## src/sv/avf_pkg.sv

```systemverilog
// Shared types and constants for the articulation vertex finder.
// Used by the front end, the back end and the top level. No dependencies.
package avf_pkg;

  // Graph size limits and field widths.
  localparam int MAX_VERTICES = 64;
  localparam int ROW_W        = MAX_VERTICES;
  localparam int IDX_W        = 6;
  localparam int CNT_W        = 7;
  localparam int QDEPTH       = 4;
  localparam int QPTR_W       = 2;

  // Request type codes on the input channel.
  localparam logic [1:0] REQ_EDGE  = 2'd0;
  localparam logic [1:0] REQ_RUN   = 2'd1;
  localparam logic [1:0] REQ_CLEAR = 2'd2;

  // Result kind codes.
  localparam logic KIND_REPORT  = 1'b0;
  localparam logic KIND_SUMMARY = 1'b1;

  // Classified operation held in the queue.
  typedef enum logic [1:0] {
    OP_EDGE,
    OP_RUN,
    OP_CLEAR
  } op_t;

  typedef struct packed {
    op_t              op;
    logic [IDX_W-1:0] end_a;
    logic [IDX_W-1:0] end_b;
    logic [CNT_W-1:0] vcount;
  } qitem_t;

  // Head of the queue as seen by the back end.
  typedef struct packed {
    logic   valid;
    qitem_t item;
  } qhead_t;

endpackage

```

## src/sv/avf_front.sv

```systemverilog
// Front end: holds the vertex count register, classifies requests and
// queues them for the back end. Depends on avf_pkg.
module avf_front (
  input  logic                  clk,
  input  logic                  rst,
  input  logic                  start,
  output logic                  busy,
  input  logic [1:0]            req_type,
  input  logic [5:0]            end_a,
  input  logic [5:0]            end_b,
  input  logic                  cfg_write,
  input  logic [6:0]            cfg_data,
  input  logic                  pop,
  output avf_pkg::qhead_t       head
);
  import avf_pkg::*;

  logic [CNT_W-1:0]  vertex_count;
  logic [CNT_W-1:0]  n_eff;
  logic              keep;
  logic              push;
  qitem_t            item;
  qitem_t            queue [QDEPTH];
  logic [QPTR_W-1:0] wr_ptr;
  logic [QPTR_W-1:0] rd_ptr;
  logic [QPTR_W:0]   count;

  // Effective vertex count saturates at the maximum.
  assign n_eff = (vertex_count > CNT_W'(MAX_VERTICES)) ? CNT_W'(MAX_VERTICES)
                                                      : vertex_count;

  // Classify the request; out-of-range edges and unused codes are dropped.
  always_comb begin
    item.end_a  = end_a;
    item.end_b  = end_b;
    item.vcount = n_eff;
    item.op     = OP_EDGE;
    keep        = 1'b0;
    case (req_type)
      REQ_EDGE: begin
        item.op = OP_EDGE;
        keep    = ({1'b0, end_a} < n_eff) && ({1'b0, end_b} < n_eff);
      end
      REQ_RUN: begin
        item.op = OP_RUN;
        keep    = 1'b1;
      end
      REQ_CLEAR: begin
        item.op = OP_CLEAR;
        keep    = 1'b1;
      end
      default: begin
        keep = 1'b0;
      end
    endcase
  end

  assign busy       = (count == (QPTR_W+1)'(QDEPTH));
  assign push       = start && !busy && keep;
  assign head.valid = (count != '0);
  assign head.item  = queue[rd_ptr];

  // Configuration register.
  always_ff @(posedge clk) begin
    if (rst) begin
      vertex_count <= CNT_W'(MAX_VERTICES);
    end else if (cfg_write) begin
      vertex_count <= cfg_data;
    end
  end

  // Queue storage and pointers.
  always_ff @(posedge clk) begin
    if (push) begin
      queue[wr_ptr] <= item;
    end
    if (rst) begin
      wr_ptr <= '0;
      rd_ptr <= '0;
      count  <= '0;
    end else begin
      if (push) begin
        wr_ptr <= wr_ptr + 1'b1;
      end
      if (pop) begin
        rd_ptr <= rd_ptr + 1'b1;
      end
      count <= count + (QPTR_W+1)'(push) - (QPTR_W+1)'(pop);
    end
  end

  // The back end only takes an entry that is there.
  a_pop_nonempty: assert property (@(posedge clk) disable iff (rst)
    pop |-> count != '0)
    else $error("queue popped while empty");

  // A transfer into a full queue never happens.
  a_push_room: assert property (@(posedge clk) disable iff (rst)
    push |-> count < (QPTR_W+1)'(QDEPTH))
    else $error("queue pushed while full");

  // The fill count tracks a lone push.
  a_count_push: assert property (@(posedge clk) disable iff (rst)
    push && !pop |=> count == $past(count) + 1'b1)
    else $error("queue count lost a push");

endmodule

```

## config.mk

```make
export PLATFORM = sky130hd
export DESIGN_NAME = avf_front
export DESIGN_NICKNAME = d
export VERILOG_FILES = /design/src/sv/avf_pkg.sv /design/src/sv/avf_front.sv
export SDC_FILE = /design/constraint.sdc
export NUM_CORES = 1
export LEC_CHECK = 0
export BUFFER_PORTS_ARGS = -buffer_cell sky130_fd_sc_hd__buf_2
export CAP_MARGIN = 20
export CELL_PAD_IN_SITES_DETAIL_PLACEMENT = 0
export CELL_PAD_IN_SITES_GLOBAL_PLACEMENT = 2
export CORE_MARGIN = 2
export CORE_UTILIZATION = 43
export DETAILED_ROUTE_END_ITERATION = 8
export PLACE_DENSITY_LB_ADDON = 0.3
export SYNTH_ARGS = -nofsm -noshare
export SYNTH_HDL_FRONTEND = slang
export SYNTH_SLANG_ARGS = --single-unit
```

## constraint.sdc

```tcl
create_clock -name clk -period 4.7 [get_ports clk]
set_input_delay 1.175 -clock clk [delete_from_list [all_inputs] [get_ports clk]]
set_output_delay 1.175 -clock clk [all_outputs]
set_load 0.1 [all_outputs]
```

* Word-level counts from Yosys, hierarchy flattened
Memories as Yosys holds them, arrays and structs flattened. A register that Yosys moved wholly into a read port is not among the register bits. Index checks and enable logic that the tools add are counted.
Word-level totals: bits in registers 14, RAM bits 84, bits of input ports 26, logic and storage cells 29, memories 1
Memories:
- queue | words 4, width 21, read ports 1, clocked after memory_dff 1, write ports 1, line avf_front.sv:23 | qitem_t queue [QDEPTH];
Cells by class: add/subtract/negate cells 4, $lt $le $gt $ge 3, equal/unequal tests 3, multiplexer cells 7, reduce and logical (&&, ||, !) cells 7
Operators by type and width (number):
- $lt 6x7->1 | 2
- $gt 7x7->1 const B | 1
- $mux 7 | 1
- $add 2x1->2 const B | 2
- $mux 2 | 2
- $pmux 2 s2 | 1
- $add 3x1->3 | 1
- $eq 3x3->1 const B | 1
- $logic_and 1x1->1 | 3
- $reduce_bool 3->1 | 1
- $sub 3x1->3 | 1
- $eq 2x1->1 const B | 1
- $eq 2x2->1 const B | 1
- $logic_not 2->1 | 1
- $mux 1 | 2
- $pmux 1 s2 | 1
- $reduce_or 2->1 | 1
- $logic_not 1->1 | 1

* Logic depth before layout (Yosys ltp)
depth after elaboration 8, mapped depth 13, depth with buffers taken out 13

* Least setup slack after synthesis
OpenSTA, ideal clock, no wires.
path type in2reg, start input port end_a[4], end memory queue[0][0] (netlist name), enable pin, library setup time 0.401 ns, data arrival time 3.243 ns, required time 4.299 ns, slack 1.056 ns, stages 6, buffers on the path 0, cell sequence ha_1 a21o_1 a22oi_1 nand3_1 o31a_1 nor2b_1
Between the ends: word-level cells in the longest chain between the ends 6
Ends and longest elaborated chain:
- start: declaration | line avf_front.sv:9 | input logic [5:0] end_a,
- $lt 6x7->1 | line avf_front.sv:42 | keep = ({1'b0, end_a} < n_eff) && ({1'b0, end_b} < n_eff);
- $logic_and 1x1->1 | line avf_front.sv:42
- $pmux 1 s2 | line avf_front.sv:39 | case (req_type)
- $logic_and 1x1->1 | line avf_front.sv:59 | assign push = start && !busy && keep;
- $mux 1 | line avf_front.sv:74 | if (push) begin
- $mux 1 (implied by the code) | line avf_front.sv:75 | queue[wr_ptr] <= item;
- end: declaration | line avf_front.sv:23
Every way passes these cells.

==> flow_metrics.py <==
metrics = {
    "drt": {
        "wl_per_cell_um": 17.5,
        "ant_nets": 0,
        "drc": 0,
        "vias": 2016,
        "firstDrtPassIters": 4,
        "wl_mm": 7.31,
        "avgViaCountPerCell": 4.83,
        "dr.first_iter.drc_count": 65,
    },
    "finish": {
        "final.fill_count": 774,
        "nNetsFinal": 329,
        "drive_gt1_share_pct": 33.8,
        "final_common_cell": "edfxtp_1",
        "area_growth_pct": 16.9,
        "final_cell_mix": "84 x edfxtp_1, 48 x buf_2, 21 x mux4_2, 20 x ha_1, 16 x dfxtp_1",
    },
    "place": {
        "dp_hpwl_mm": 4.85,
        "io_buffers": 48,
        "post-place-ws_ps": 1050,
        "gp_congestion": 0.695,
    },
    "worst_setup_path": {
        "critPathLaunchType": "register",
        "endpoint_kind": "output pin",
        "crit_type": "register to output pin",
        "required_ps": 3520,
        "arrival_ps": 2270,
        "r2r-start": "vertex_count[6]$_SDFFE_PP1P_",
        "path_max_fanout": 15,
    },
    "logic_synthesis": {
        "async_flop_share_pct": 0,
        "ys_seq_area_share_pct": 69.6,
        "ys_seq_elements": 100,
        "synth_edf_count": 84,
        "netlist_instances": 225,
        "synth_top_flop_cell": "edfxtp_1",
        "synth.avg_cell_area_um2": 18.2,
        "yosysWarnings": 0,
        "syn_area_mm2": 0.00409,
        "synth_nets": 272,
        "ys_types": 26,
    },
    "worst_hold_path": {
        "min-delay-start": "vertex_count[2]$_SDFFE_PP0P_",
        "hold_class": "register to register",
    },
    "power_and_ir_drop": {
        "p_leak_nw": 1.74,
        "cellPowerDensity_mw_per_mm2": 471,
        "ir_drop_mv": 0.287,
    },
    "clock_tree": {
        "insertion_delay_ps": 360,
        "cts.sink_count": 100,
        "cts_resized": 0,
        "cts_setup_buffers": 0,
        "cts_root_buf": "clkbuf_8",
        "htree_levels": 3,
        "cts.path.max_buffers": 2,
        "cts.clk_slew.worst_paths_ps": 90,
        "cts_buffers": 9,
        "cts_hold_buf": 0,
        "cts_tree": "done",
    },
    "global_route": {
        "antenna_found_initial": 1,
        "grt_pass1_vias": 2037,
        "grt_usage_pct": 15.4,
        "gr-total-overflow": 0,
        "grt_start_max_net_pins": 22,
        "grt_pass1_wl_mm": 11.3,
    },
    "timing": {
        "setup_ws_ps": 1250,
        "max_freq_mhz": 290,
        "finalHoldViolCount": 0,
        "rsz0062_at_grt": "no",
        "fin_crit_sh_pct": 73.4,
        "slew_viol_final": 0,
        "fin_crit_ps": 3450,
        "maxSlewHeadroom_pct": 41.0,
        "tightest_slew_ps": 884,
        "tns_ps": 0,
        "skew_ps": 9.77,
        "setup_viol": 0,
    },
    "floorplan": {
        "core_mm2": 0.00924,
        "row_count": 35,
        "pin_count": 49,
        "fp.dieW_um": 101,
        "dieArea_mm2": 0.0103,
        "initial_utilization_pct": 44.2,
        "die_h_um": 101,
    },
    "run": {
        "cap_violations": 0,
    },
    "status": {
        "status": "finished, final reports clean",
    },
}
==> stage by stage <==
stage	cell area, um^2	instances	hold WS (ps)	total power [W]	util, %
after floorplan	4090	225	462	0.00151	-
after global placement	4520	400	474	0.00161	49.0
after detailed placement	4520	400	485	0.00161	49.0
after CTS	4770	416	511	0.00227	51.7
after global routing	4770	416	549	0.00233	51.7
final	4780	417	502	0.00225	51.7
==> sequential cells by signal, summed over array words and instances, names as in the netlist, named ones only <==
signal / flops
rd_ptr: 2
queue: 84
count: 3
wr_ptr: 2
vertex_count: 7
==> synthesized netlist by cell type (all sizes together) (2+ instances only) <==
cell type | count | area share [%]
mux2i | 7 | 1.7
nand3 | 5 | 0.61
buf | 2 | 0.24
ha | 20 | 6.1
inv | 13 | 1.2
dfxtp | 16 | 7.8
nand2b | 9 | 1.4
xor2 | 2 | 0.43
xnor2 | 2 | 0.43
a21o | 2 | 0.37
edfxtp | 84 | 62
nor2 | 15 | 1.4
nor2b | 7 | 1.1
mux4 | 21 | 12
clkbuf | 6 | 0.55
a21oi | 4 | 0.49
==> per-layer routing <==
| metal | vias up | routed length [um] | GRT usage (%) |
|---|---|---|---|
| met1 | 995 | 3540 | 21.5 |
| met2 | 42 | 3320 | 23.1 |
| met5 | - | 0 | 0 |
| met3 | 9 | 367 | 4.49 |
| li1 | 970 | - | - |
| met4 | 0 | 84 | 5.93 |
==> worst max-delay path: stages (launching register included) <==
cell     delay [ps]
dfxtp_1         600
buf_4           420
mux4_2          580
buf_2           310
==> cell families (layout without fill, tap and decap cells) <==
group	Yosys count	after routing	synth area share, %
other cells	0	1	0
compound gates	10	10	1.59
simple gates	40	40	5.73
flops	100	100	69.6
xor+xnor	4	4	0.857
buf+inv	21	83	1.99
fa+ha+maj	21	21	6.61
mux	29	29	13.7
==> final cells by class <==
type	count	area, um^2	area share [%]
diodes	1	2.50	0.0524
clock inverters	5	109	2.28
clock buffers	11	141	2.96
well taps	129	161	3.38
repair buffers	54	298	6.24
flip-flops and latches	100	2840	59.5
inverters	13	48.8	1.02
multi-input cells	104	1170	24.5
==> final timing paths <==
| path | slack [ps] | cells after the start | to |
|---|---|---|---|
| max reg2reg | 1590 | 13 | count[2]$_SDFF_PP0_ |
| min | 500 | 2 | vertex_count[2]$_SDFFE_PP0P_ |
| max | 1250 | 3 | head[13] |
| min reg2reg | 500 | 2 | vertex_count[2]$_SDFFE_PP0P_ |
==> report_power, final <==
part	internal (W)	switching, W	leakage, nW	total [W]
registers	0.00101	0.0000341	0.875	0.00105
logic	0.000137	0.000401	0.740	0.000538
clock network	0.000372	0.000294	0.122	0.000666
total	0.00152	0.000729	1.74	0.00225
Note: power is estimated with default switching activity, not from simulation.
